### src/hdl/assert_macros.svh
// Assertion macros shared by the receiver RTL.
`ifndef ASSERT_MACROS_SVH
`define ASSERT_MACROS_SVH

// Clocked property, disabled while reset is held.
`define SCFR_ASSERT(label, clk, rst_n, prop) \
    label: assert property (@(posedge clk) disable iff (!(rst_n)) (prop)) \
        else $error("scfr assertion failed");

// Clocked property checked on every edge, reset included.
`define SCFR_ASSERT_ALWAYS(label, clk, prop) \
    label: assert property (@(posedge clk) (prop)) \
        else $error("scfr assertion failed");

`endif

### src/hdl/scfr_pkg.sv
// Types and constants for the sum-checked frame receiver.
`default_nettype none

package scfr_pkg;

    localparam int unsigned BYTE_W   = 8;
    localparam int unsigned LIMIT_W  = 9;
    localparam int unsigned CFG_IDX_W = 8;

    localparam logic [BYTE_W-1:0] MIN_LENGTH = 8'd2;

    // Configuration register indexes
    localparam logic [CFG_IDX_W-1:0] REG_START_BYTE   = 8'd0;
    localparam logic [CFG_IDX_W-1:0] REG_LENGTH_LIMIT = 8'd1;

    localparam logic [BYTE_W-1:0]  START_BYTE_RST   = 8'd170;
    localparam logic [LIMIT_W-1:0] LENGTH_LIMIT_RST = 9'd256;

    // Result word kinds
    localparam logic KIND_PAYLOAD = 1'b0;
    localparam logic KIND_END     = 1'b1;

    // End status codes
    localparam logic [1:0] STAT_GOOD      = 2'd0;
    localparam logic [1:0] STAT_BAD_SOF   = 2'd1;
    localparam logic [1:0] STAT_BAD_LEN   = 2'd2;
    localparam logic [1:0] STAT_BAD_CHECK = 2'd3;

    typedef struct packed {
        logic [BYTE_W-1:0] byte_value;
        logic              kind;
        logic [1:0]        status;
        logic              last_payload;
        logic [BYTE_W-1:0] frame_length;
    } t_result;

    typedef enum logic [4:0] {
        ST_HUNT  = 5'b00001,
        ST_SOF2  = 5'b00010,
        ST_LEN   = 5'b00100,
        ST_DATA  = 5'b01000,
        ST_CHECK = 5'b10000
    } t_state;

endpackage

`default_nettype wire

### src/hdl/scfr_front.sv
// Frame parser: holds configuration, walks the frame phases, emits result words.
`default_nettype none
`include "assert_macros.svh"

module scfr_front
    import scfr_pkg::*;
(
    input  wire logic                 i_clk,
    input  wire logic                 i_rst_n,
    input  wire logic                 i_cfg_valid,
    input  wire logic [CFG_IDX_W-1:0] i_cfg_index,
    input  wire logic [LIMIT_W-1:0]   i_cfg_data,
    input  wire logic                 i_rx_valid,
    input  wire logic [BYTE_W-1:0]    i_rx_byte,
    input  wire logic                 i_full,
    output logic                      o_rx_stall,
    output logic                      o_push,
    output t_result                   o_result
);

    logic [BYTE_W-1:0]  r_start_byte;
    logic [LIMIT_W-1:0] r_length_limit;
    t_state             r_state, n_state;
    logic [BYTE_W-1:0]  r_bytes_left, n_bytes_left;
    logic [BYTE_W-1:0]  r_sum, n_sum;
    logic [BYTE_W-1:0]  r_length, n_length;

    logic               accept;
    logic [BYTE_W-1:0]  sum_add;
    logic [BYTE_W-1:0]  left_dec;
    logic               len_ok;

    assign o_rx_stall = i_full;
    assign accept     = i_rx_valid && !i_full;
    assign sum_add    = r_sum + i_rx_byte;
    assign left_dec   = r_bytes_left - 8'd1;
    assign len_ok     = (i_rx_byte >= MIN_LENGTH) && ({1'b0, i_rx_byte} < r_length_limit);

    always_ff @(posedge i_clk) begin
        if (!i_rst_n) begin
            r_start_byte   <= START_BYTE_RST;
            r_length_limit <= LENGTH_LIMIT_RST;
        end else if (i_cfg_valid) begin
            if (i_cfg_index == REG_START_BYTE) begin
                r_start_byte <= i_cfg_data[BYTE_W-1:0];
            end else if (i_cfg_index == REG_LENGTH_LIMIT) begin
                r_length_limit <= i_cfg_data;
            end
        end
    end

    always_comb begin
        n_state      = r_state;
        n_bytes_left = r_bytes_left;
        n_sum        = r_sum;
        n_length     = r_length;
        o_push       = 1'b0;
        o_result     = '0;
        if (accept) begin
            case (r_state)
                ST_SOF2: begin
                    if (i_rx_byte == r_start_byte) begin
                        n_state = ST_LEN;
                    end else begin
                        n_state          = ST_HUNT;
                        o_push           = 1'b1;
                        o_result.kind    = KIND_END;
                        o_result.status  = STAT_BAD_SOF;
                    end
                end
                ST_LEN: begin
                    if (len_ok) begin
                        n_length     = i_rx_byte;
                        n_bytes_left = i_rx_byte;
                        n_sum        = '0;
                        n_state      = ST_DATA;
                    end else begin
                        n_state               = ST_HUNT;
                        o_push                = 1'b1;
                        o_result.kind         = KIND_END;
                        o_result.status       = STAT_BAD_LEN;
                        o_result.frame_length = i_rx_byte;
                    end
                end
                ST_DATA: begin
                    n_sum        = sum_add;
                    n_bytes_left = left_dec;
                    if (left_dec == '0) begin
                        n_state = ST_CHECK;
                    end
                    o_push                = 1'b1;
                    o_result.byte_value   = i_rx_byte;
                    o_result.kind         = KIND_PAYLOAD;
                    o_result.status       = STAT_GOOD;
                    o_result.last_payload = (left_dec == '0);
                    o_result.frame_length = r_length;
                end
                ST_CHECK: begin
                    n_state               = ST_HUNT;
                    o_push                = 1'b1;
                    o_result.kind         = KIND_END;
                    o_result.status       = (sum_add == '0) ? STAT_GOOD : STAT_BAD_CHECK;
                    o_result.frame_length = r_length;
                end
                default: begin
                    n_state = (i_rx_byte == r_start_byte) ? ST_SOF2 : ST_HUNT;
                end
            endcase
        end
    end

    always_ff @(posedge i_clk) begin
        if (!i_rst_n) begin
            r_state      <= ST_HUNT;
            r_bytes_left <= '0;
            r_sum        <= '0;
            r_length     <= '0;
        end else begin
            r_state      <= n_state;
            r_bytes_left <= n_bytes_left;
            r_sum        <= n_sum;
            r_length     <= n_length;
        end
    end

    // last payload byte always hands over to the checksum phase
    `SCFR_ASSERT(a_last_to_check, i_clk, i_rst_n,
        (accept && r_state == ST_DATA && r_bytes_left == 8'd1) |=> (r_state == ST_CHECK))
    // a frame never runs with a length below the minimum
    `SCFR_ASSERT(a_len_min, i_clk, i_rst_n,
        (r_state == ST_DATA) |-> (r_length >= MIN_LENGTH && r_bytes_left != 8'd0))

endmodule

`default_nettype wire

### src/hdl/scfr_queue.sv
// Short result-word queue between the parser and the output stage.
`default_nettype none
`include "assert_macros.svh"

module scfr_queue
    import scfr_pkg::*;
#(
    parameter int unsigned DEPTH = 4
) (
    input  wire logic    i_clk,
    input  wire logic    i_rst_n,
    input  wire logic    i_push,
    input  wire t_result i_data,
    input  wire logic    i_pop,
    output logic         o_full,
    output logic         o_empty,
    output t_result      o_data
);

    localparam int unsigned PTR_W = (DEPTH > 1) ? $clog2(DEPTH) : 1;
    localparam int unsigned CNT_W = $clog2(DEPTH + 1);
    localparam logic [PTR_W-1:0] PTR_LAST = PTR_W'(DEPTH - 1);
    localparam logic [CNT_W-1:0] CNT_FULL = CNT_W'(DEPTH);

    t_result          r_mem [DEPTH];
    logic [PTR_W-1:0] r_wr_ptr, r_rd_ptr;
    logic [CNT_W-1:0] r_count;
    logic             do_push, do_pop;

    assign o_full  = (r_count == CNT_FULL);
    assign o_empty = (r_count == '0);
    assign o_data  = r_mem[r_rd_ptr];
    assign do_push = i_push && !o_full;
    assign do_pop  = i_pop && !o_empty;

    always_ff @(posedge i_clk) begin
        if (do_push) begin
            r_mem[r_wr_ptr] <= i_data;
        end
    end

    always_ff @(posedge i_clk) begin
        if (!i_rst_n) begin
            r_wr_ptr <= '0;
            r_rd_ptr <= '0;
            r_count  <= '0;
        end else begin
            if (do_push) begin
                r_wr_ptr <= (r_wr_ptr == PTR_LAST) ? '0 : r_wr_ptr + 1'b1;
            end
            if (do_pop) begin
                r_rd_ptr <= (r_rd_ptr == PTR_LAST) ? '0 : r_rd_ptr + 1'b1;
            end
            if (do_push && !do_pop) begin
                r_count <= r_count + 1'b1;
            end else if (do_pop && !do_push) begin
                r_count <= r_count - 1'b1;
            end
        end
    end

    // a push is never offered while the queue is full
    `SCFR_ASSERT(a_no_overflow, i_clk, i_rst_n, !(i_push && o_full))
    // read and write pointers coincide whenever the queue is empty or full
    `SCFR_ASSERT(a_ptr_count, i_clk, i_rst_n,
        (r_count == '0 || r_count == CNT_FULL) |-> (r_wr_ptr == r_rd_ptr))

endmodule

`default_nettype wire

### src/hdl/scfr_back.sv
// Output stage: pulls result words from the queue into the port register.
`default_nettype none
`include "assert_macros.svh"

module scfr_back
    import scfr_pkg::*;
(
    input  wire logic    i_clk,
    input  wire logic    i_rst_n,
    input  wire logic    i_empty,
    input  wire t_result i_data,
    input  wire logic    i_res_stall,
    output logic         o_pop,
    output logic         o_res_valid,
    output t_result      o_result
);

    logic    r_valid;
    t_result r_data;

    assign o_pop       = !i_empty && (!r_valid || !i_res_stall);
    assign o_res_valid = r_valid;
    assign o_result    = r_data;

    always_ff @(posedge i_clk) begin
        if (!i_rst_n) begin
            r_valid <= 1'b0;
        end else if (!r_valid || !i_res_stall) begin
            r_valid <= !i_empty;
        end
    end

    always_ff @(posedge i_clk) begin
        if (o_pop) begin
            r_data <= i_data;
        end
    end

    // a waiting queue word fills an empty output register on the next edge
    `SCFR_ASSERT(a_fill, i_clk, i_rst_n, (!r_valid && !i_empty) |=> r_valid)

endmodule

`default_nettype wire

### src/hdl/sum_checked_frame_receiver_unit.sv
// Top level of the sum-checked frame receiver.
`default_nettype none

// Receives a byte stream and pulls out frames of the form: start byte, start
// byte, length byte L (2 <= L < length_limit), L payload bytes, checksum byte.
// Each payload byte comes out as its own result word (kind 0, last_payload
// set on the final one), and every frame attempt ends with one status word
// (kind 1): good, bad second start, bad length, or bad checksum, where the
// payload bytes plus checksum must sum to zero mod 256. After a status word
// the parser hunts for a start byte again beginning with the following byte.
// The parser takes one byte per clock while the queue is not full, doing a
// compare and an 8-bit add per byte. A result word is written into the queue
// on the edge that takes its byte and then moves into the output register
// that drives o_res_valid once that register is empty or its word is taken.
// The parser and the output register are decoupled by a QUEUE_DEPTH-word
// queue, so a downstream stall only backs up into o_rx_stall once the queue
// is full. Config writes (index 0 start_byte, index 1 length_limit, other
// indexes ignored) are always ready and must only happen while idle.
module sum_checked_frame_receiver_unit
    import scfr_pkg::*;
#(
    parameter int unsigned QUEUE_DEPTH = 4
) (
    input  wire logic                 i_clk,
    input  wire logic                 i_rst_n,
    // config write port
    input  wire logic                 i_cfg_valid,
    output logic                      o_cfg_ready,
    input  wire logic [CFG_IDX_W-1:0] i_cfg_index,
    input  wire logic [LIMIT_W-1:0]   i_cfg_data,
    // received byte in
    input  wire logic                 i_rx_valid,
    output logic                      o_rx_stall,
    input  wire logic [BYTE_W-1:0]    i_rx_byte,
    // result word out
    output logic                      o_res_valid,
    input  wire logic                 i_res_stall,
    output logic [BYTE_W-1:0]         o_byte_value,
    output logic                      o_kind,
    output logic [1:0]                o_status,
    output logic                      o_last_payload,
    output logic [BYTE_W-1:0]         o_frame_length
);

    logic    push, pop, q_full, q_empty;
    t_result front_word, q_word, out_word;

    // registers are plain flops; a write is taken every cycle
    assign o_cfg_ready = 1'b1;

    scfr_front u_front (
        .i_clk       (i_clk),
        .i_rst_n     (i_rst_n),
        .i_cfg_valid (i_cfg_valid),
        .i_cfg_index (i_cfg_index),
        .i_cfg_data  (i_cfg_data),
        .i_rx_valid  (i_rx_valid),
        .i_rx_byte   (i_rx_byte),
        .i_full      (q_full),
        .o_rx_stall  (o_rx_stall),
        .o_push      (push),
        .o_result    (front_word)
    );

    scfr_queue #(
        .DEPTH (QUEUE_DEPTH)
    ) u_queue (
        .i_clk   (i_clk),
        .i_rst_n (i_rst_n),
        .i_push  (push),
        .i_data  (front_word),
        .i_pop   (pop),
        .o_full  (q_full),
        .o_empty (q_empty),
        .o_data  (q_word)
    );

    scfr_back u_back (
        .i_clk       (i_clk),
        .i_rst_n     (i_rst_n),
        .i_empty     (q_empty),
        .i_data      (q_word),
        .i_res_stall (i_res_stall),
        .o_pop       (pop),
        .o_res_valid (o_res_valid),
        .o_result    (out_word)
    );

    // unpack the result word onto the field ports
    assign o_byte_value   = out_word.byte_value;
    assign o_kind         = out_word.kind;
    assign o_status       = out_word.status;
    assign o_last_payload = out_word.last_payload;
    assign o_frame_length = out_word.frame_length;

endmodule

`default_nettype wire

### config.mk
export PLATFORM = sky130hd
export DESIGN_NAME = sum_checked_frame_receiver_unit
export DESIGN_NICKNAME = d
export VERILOG_FILES = /design/src/hdl/scfr_pkg.sv /design/src/hdl/scfr_front.sv /design/src/hdl/scfr_queue.sv /design/src/hdl/scfr_back.sv /design/src/hdl/sum_checked_frame_receiver_unit.sv
export VERILOG_INCLUDE_DIRS = /design/src /design/src/hdl
export SDC_FILE = /design/constraint.sdc
export NUM_CORES = 1
export LEC_CHECK = 0
export BUFFER_PORTS_ARGS = -buffer_cell sky130_fd_sc_hd__buf_2
export CAP_MARGIN = 0
export CORE_AREA = 8 8 134 148
export CTS_BUF_LIST = sky130_fd_sc_hd__clkbuf_8
export DETAILED_ROUTE_END_ITERATION = 10
export DIE_AREA = 0 0 142 156
export SLEW_MARGIN = 20
export SYNTH_ARGS = -nofsm -noshare
export SYNTH_HDL_FRONTEND = slang
export SYNTH_SLANG_ARGS = --single-unit
### constraint.sdc
create_clock -name i_clk -period 3.45 [get_ports i_clk]
set_input_delay 0.1725 -clock i_clk [delete_from_list [all_inputs] [get_ports i_clk]]
set_output_delay 0.1725 -clock i_clk [all_outputs]
set_load 0.1 [all_outputs]
==> flow_metrics.py, run 1 <==
metrics = {
    "cts": {
        "cts_root_buffer": "clkbuf_8",
        "cts_tree": "done",
        "ctsResizeCount": 0,
        "htreeDepth": 4,
        "clockBufferDepth": 2,
        "worstSkewPairLatency_ns": 0.45,
        "post-cts-setup-buffers": 0,
        "clkTransAtPathRegs_ns": 0.08,
        "numCtsBuffers": 17,
        "clock-sinks": 154,
        "holdBufCountCts": 10,
    },
    "sta": {
        "period_minus_slack_ns": 2.948,
        "finalMaxSlewViolations": 0,
        "fin_crit_sh_pct": 85.46,
        "rsz0062_at_grt": "false",
        "setup_violations": 0,
        "hold_viol_final": 0,
        "worst_pin_slew_ns": 0.8620,
        "clock_skew_ns": 0.01796,
        "worst_slew_margin_rel_pct": 42.47,
        "fmax_mhz": 339.2,
        "tns_ns": 0,
    },
    "global_route": {
        "gr-usage-met1_pct": 16.38,
        "grt_max_degree": 39,
        "gr-usage-met3_pct": 3.765,
        "grt_util_all_layers_pct": 13.78,
        "grt_pass1_wl_mm": 23.62,
        "antenna_found_initial": 0,
        "use_met2_pct": 23.16,
        "grt_pass1_vias": 4612,
        "grt_overflow": 0,
        "grt_most_used_layer": "met2",
    },
    "power": {
        "powerDensity_nw_per_um2": 658.8,
        "vdd.ir_drop.worst_uv": 418.0,
        "p_total_w": 0.005146,
        "p_leak_nw": 2.850,
    },
    "floorplan": {
        "rows": 51,
        "io_pins": 53,
        "fp.dieW_um": 142,
        "core_um2": 17420,
        "fp.dieH_um": 156,
        "start_util_pct": 39.04,
        "die_area_um2": 22150,
    },
    "layout": {
        "finalInstanceArea_um2": 7811,
        "multi_input_area_um2": 2554,
        "n_antenna_cell": 0,
        "area_growth_pct": 14.87,
        "regArea_um2": 4085,
        "layout.nets": 639,
        "fillers": 1599,
        "drive_gt1_share_pct": 19.57,
    },
    "drt": {
        "drtPass1Iterations": 4,
        "viasPerCell": 5.258,
        "drc": 0,
        "vias": 4396,
        "wirelength_mm": 14.57,
        "detail-route-antenna-nets": 0,
        "wl_per_cell_um": 17.43,
        "drt_iter0_drc": 308,
    },
    "placement": {
        "port_buffers": 51,
        "place_area_um2": 7330,
        "dp.final_hpwl_mm": 9.857,
        "place.gp.congestion": 0.8432,
    },
    "synth": {
        "yosys_most_used_dff": "edfxtp_1",
        "ys.warnings.count": 0,
        "netlist.area_leader.share_pct": 44.16,
        "syn_area_um2": 6800,
        "yosys-top-cells-area": "edfxtp_1 (44%), dfxtp_1 (16%), mux4_2 (6.6%), ha_1 (4.0%), mux2i_1 (3.2%)",
        "synthArstFlopShare_pct": 0,
        "synth-edff-count": 100,
        "synth_cell_type_count": 64,
        "synth_seq_area_share_pct": 60.06,
        "syn_inst": 519,
        "synth_area_per_cell_um2": 13.10,
        "syn_nets": 573,
        "yosys.area.top_type": "edfxtp_1",
        "ys_ff_latch": 154,
    },
    "setup_path": {
        "crit_path_start_kind": "flip-flop",
        "r2r_start": "u_front.r_state[2]",
        "critPathMaxFanout": 11,
        "crit_type": "flip-flop to flip-flop",
        "rrSetupSlack_ns": 0.50,
        "cp.required_ns": 3.82,
        "arrival_ns": 3.32,
        "reg2reg_depth": 11,
        "reg2reg_to": "u_queue.r_count[2]",
        "endpoint_kind": "flip-flop",
    },
    "min_path": {
        "hold_end": "u_front.r_length[6]",
        "min_from": "i_rx_byte[6]",
        "min_path_cells": 3,
        "min_path_type": "input pin to flip-flop",
    },
    "status": {
        "status": "finished, final reports clean",
    },
    "run": {
        "cap_viol_max_count": 0,
    },
}
## worst max-delay path, stage by stage (launching register included)
cell	delay, ns
dfxtp_1	0.37
nor2_1	0.24
nor4b_2	0.35
or2_1	0.40
a211oi_1	0.17
nor2_1	0.14
ha_1	0.18
inv_1	0.06
fa_1	0.37
xor2_1	0.17
or3_1	0.30
a21oi_1	0.13
## per-stage QoR
stage          instances  hold WS (ns)  utilization (%)  setup slack (ns)
5_1_grt              836       0.08856            44.84            0.2374
3_5_place_dp         794        0.3990            42.07            0.4909
6_report             836        0.1023            44.84            0.5016
2_1_floorplan        519        0.2976                -            0.8022
3_3_place_gp         794        0.3850            42.07            0.5631
4_1_cts              836       0.06993            44.83            0.5220
## flip-flops by register name, summed over array words and instances, names as in the netlist
register                flops
u_back.o_res_valid          1
u_back.o_result            20
u_front.r_bytes_left        8
u_front.r_length            8
u_front.r_length_limit      9
u_front.r_start_byte        8
u_front.r_state             5
u_front.r_sum               8
u_queue.r_count             3
u_queue.r_mem              80
u_queue.r_rd_ptr            2
u_queue.r_wr_ptr            2
## per-layer routing
layer,routed length (µm),part of all wire [%]
met4,277,1.9
met3,685,4.7
met5,0,0
met1,6531,45
met2,7075,49
## final cells by class
| class | instances | area share (%) |
|---|---|---|
| tap | 238 | 3.812 |
| multi-input combinational | 324 | 32.69 |
| clock buffer | 18 | 3.172 |
| sequential | 154 | 52.30 |
| timing repair buffer | 71 | 5.510 |
| clock inverter | 14 | 1.698 |
| inverter | 17 | 0.8169 |
## cells in the final DEF, fill, tap and decap left out, drive strengths merged, types with 6 or more instances in the layout
cell type	count
buf	61
nand3	10
ha	22
xnor2	16
clkinv	6
mux2i	22
a32o	7
dfxtp	54
edfxtp	100
o21ai	13
a21oi	25
and3	13
dlygate4sd3	10
inv	22
a22oi	11
nor3	8
nand2	34
mux4	20
nor2	45
xor2	6
clkbuf	18
## kinds of logic (layout without fill, tap and decap cells)
kind of cell | Yosys count | in the layout | synth area share [%]
DFF | 154 | 154 | 60.06
and+or+nand+nor | 141 | 141 | 10.67
AOI/OAI and AO/OA | 94 | 94 | 9.495
muxes | 42 | 42 | 9.862
buffers and inverters | 41 | 120 | 2.392
adders and majority gates | 24 | 24 | 4.637
xor gates and xnor gates | 22 | 22 | 2.833
other | 1 | 1 | 0.05514
## power by group
| part | internal [W] | switching (W) |
|---|---|---|
| registers | 0.00216 | 0.0000886 |
| clock network | 0.000654 | 0.000663 |
| logic | 0.000344 | 0.00124 |
## worst max-delay path by stage
| stage | start | to | slack [ns] | cells past startpoint |
|---|---|---|---|---|
| final | u_front.r_state[2] | u_queue.r_count[2] | 0.50 | 11 |
| after detailed placement | i_rx_byte[6] | u_queue.r_count[2] | 0.49 | 13 |
| after global routing | u_front.r_length_limit[6] | u_queue.r_count[2] | 0.24 | 13 |
| after global placement | i_rx_byte[6] | u_queue.r_count[2] | 0.56 | 13 |
| after CTS | u_front.r_state[2] | u_queue.r_count[2] | 0.52 | 11 |
| after floorplan | u_front.r_length_limit[6] | u_queue.r_count[2] | 0.80 | 13 |
## cell usage after synthesis (all sizes together), types with 2 or more instances
cell type	count
a211oi	5
a21o	5
a21oi	25
a22oi	11
a31oi	3
a32o	7
and2	3
and3	13
and3b	3
and4b	2
buf	8
clkbuf	16
dfxtp	54
edfxtp	100
fa	2
ha	22
inv	17
mux2i	22
mux4	20
nand2	34
nand3	10
nand3b	4
nand4	3
nor2	45
nor3	8
nor4	3
nor4b	2
o2111ai	2
o211a	2
o211ai	5
o21a	3
o21ai	13
o311ai	2
or2	2
or3	3
or4	2
xnor2	16
xor2	6
(Power assumes the default switching activity.)
==> inputs of run 2 (changes only) <==
Clock period 3.45 ns to 2.6 ns, I/O delays scaled along.
==> run 2 against run 1 <==
Effect of this change:
- the run now ends with negative setup slack left
- setup slack worse by 0.62 ns
- clock skew down 0.0062 ns
- global-route usage rose by 0.28 points
- die area stayed put
- core utilization up 3.0 points
- power increased by 33%
- critical path depth up 2
- clock-buffer cell count fell by 1
- sequential power is 30% higher
- largest cell class unchanged
- largest power group unchanged
==> flow_metrics.py, run 2 (synthesized netlist as in run 1, its figures left out) <==
metrics = {
    "status": {
        "status": "complete, but fails checks",
        "violations": "negative setup slack",
    },
    "drt": {
        "vias": 4540,
        "wirelength_mm": 14.90,
        "viasPerCell": 5.195,
        "drt_iter0_drc": 213,
        "wl_per_cell_um": 17.05,
        "detail-route-antenna-nets": 0,
        "drtPass1Iterations": 5,
        "drc": 0,
    },
    "power": {
        "p_comb_share_pct": 32.5,
        "power_frac_clock_pct": 24.7,
        "p_total_w": 0.006831,
        "vdd.ir_drop.worst_uv": 601.4,
        "swShare_pct": 38.45,
        "powerDensity_nw_per_um2": 819.6,
        "p_leak_nw": 3.065,
        "seqPwrFrac_pct": 42.8,
        "power.internal_w": 0.004204,
        "p_switching_w": 0.002626,
    },
    "setup_path": {
        "cpPeakStageDelay_ns": 0.34,
        "rrSetupSlack_ns": -0.12,
        "reg2reg_to": "u_queue.r_count[2]",
        "path_cells": "inv_2 > ha_4 > and4b_1 > o211ai_1 > o211ai_1 > a211oi_2 > nor2_1 > ha_2 > inv_2 > fa_2 > xor2_1 > or3_1 > a21oi_2",
        "cp.required_ns": 2.99,
        "endpoint_kind": "flip-flop",
        "crit_path_start_kind": "flip-flop",
        "crit_type": "flip-flop to flip-flop",
        "critPathMaxFanout": 2,
        "cp_slowest_cell": "dfxtp_2",
        "arrival_ns": 3.11,
        "reg2reg_depth": 13,
        "r2r_start": "u_front.r_length_limit[6]",
    },
    "placement": {
        "dp.final_hpwl_mm": 9.939,
        "place.gp.congestion": 0.9018,
        "dp_slack_ns": -0.2787,
        "port_buffers": 51,
    },
    "floorplan": {
        "core_um2": 17420,
        "io_pins": 53,
        "fp.dieH_um": 156,
        "start_util_pct": 39.04,
        "die_area_um2": 22150,
        "fp.dieW_um": 142,
        "rows": 51,
    },
    "min_path": {
        "min_path_type": "input pin to flip-flop",
        "min_from": "i_rst_n",
        "hold_end": "u_front.r_length_limit[8]",
        "min_path_cells": 2,
    },
    "sta": {
        "rsz0062_at_grt": "true",
        "period_minus_slack_ns": 2.723,
        "fin_hold_ws_ns": 0.04381,
        "finalMaxSlewViolations": 0,
        "fin_crit_sh_pct": 104.7,
        "tns_ns": -0.1416,
        "timing.final.ws_setup_ns": -0.1226,
        "clock_skew_ns": 0.01176,
        "worst_pin_slew_ns": 0.9010,
        "hold_viol_final": 0,
        "fmax_mhz": 367.3,
        "setup_violations": 2,
        "worst_slew_margin_rel_pct": 38.98,
    },
    "layout": {
        "final_common_cell": "edfxtp_1",
        "multi_input_area_um2": 2721,
        "regArea_um2": 4089,
        "drive_gt1_share_pct": 28.93,
        "n_antenna_cell": 0,
        "fin_util_pct": 47.84,
        "fillers": 1557,
        "final_cell_mix": "edfxtp_1 (100), buf_2 (51), dfxtp_1 (50), nor2_1 (43), buf_4 (37)",
        "area_growth_pct": 22.56,
        "regMostFlops": "u_queue.r_mem",
        "largest_reg_flops": 80,
        "layout.nets": 677,
    },
    "cts": {
        "cts_tree": "done",
        "clockBufferDepth": 2,
        "clkTransAtPathRegs_ns": 0.08,
        "numCtsBuffers": 17,
        "cts_root_buffer": "clkbuf_8",
        "clock-sinks": 154,
        "worstSkewPairLatency_ns": 0.45,
        "htreeDepth": 4,
    },
    "global_route": {
        "grt_pass1_vias": 4674,
        "grt_overflow": 0,
        "grt_max_degree": 39,
        "grt_util_all_layers_pct": 14.07,
        "antenna_found_initial": 0,
        "grt_pass1_wl_mm": 24.01,
    },
    "run": {
        "cap_viol_max_count": 0,
    },
}
==> run 2: metrics by stage <==
stage / cells / cell area (µm²)
6_report: 874 / 8334
5_1_grt: 874 / 8334
4_1_cts: 873 / 8282
3_5_place_dp: 820 / 7585
3_3_place_gp: 820 / 7585
2_1_floorplan: 519 / 6810
==> run 2: cell type report <==
type / count / area share (%)
Sequential cell: 154 / 49.06
Multi-Input combinational cell: 324 / 32.65
Timing Repair Buffer: 109 / 9.503
Inverter: 17 / 0.7657
Tap cell: 238 / 3.573
Clock inverter: 15 / 1.636
Clock buffer: 17 / 2.807
==> run 2: power groups by stage <==
stage               combinational [W]  clock [W]  sequential, W
finish                        0.00222    0.00169        0.00292
global route                  0.00233    0.00182        0.00295
CTS                           0.00225    0.00174        0.00293
detailed placement            0.00221          0        0.00298
global placement              0.00219          0        0.00298
floorplan                    0.000627          0        0.00417
==> run 2: what timing repair did <==
action / 4_1_cts / 5_1_grt
pin swaps: 11 / 9
endpoints found under the setup margin: 10 / 127
setup buffers: 12 / 2
hold endpoints to repair: 18 / 0
gates resized for setup: 30 / 9
hold buffers: 10 / 0
==> run 2: critical path: cells and delay by family (launching register included) <==
kind,cells,cell delay [ns]
adders and majority gates,3,0.77
xor gates and xnor gates,1,0.17
and+or+nand+nor,3,0.64
AOI/OAI and AO/OA,4,0.65
buffers and inverters,2,0.08
DFF,1,0.34
==> run 2: per-layer routing <==
layer  global-route usage (%)  up-vias  wire length, µm
met5                        0        -                0
met4                    6.144        0              316
met3                    3.214       25              725
met2                    24.32      117             7579
met1                    16.35     2220             6282
li1                         -     2178                -
==> run 2: how the worst max path moves through the flow <==
| stage | end | slack, ns | startpoint | cells after the start |
|---|---|---|---|---|
| final | u_queue.r_count[2] | -0.12 | u_front.r_length_limit[6] | 13 |
| after global routing | u_queue.r_count[2] | -0.33 | u_front.r_length_limit[6] | 13 |
| after CTS | u_queue.r_count[2] | -0.15 | u_front.r_length_limit[5] | 13 |
| after detailed placement | u_queue.r_mem[0][9] | -0.28 | u_front.r_sum[0] | 10 |
| after global placement | u_queue.r_mem[0][9] | -0.28 | u_front.r_sum[0] | 10 |
| after floorplan | u_queue.r_count[2] | 0.003 | u_front.r_length_limit[6] | 13 |
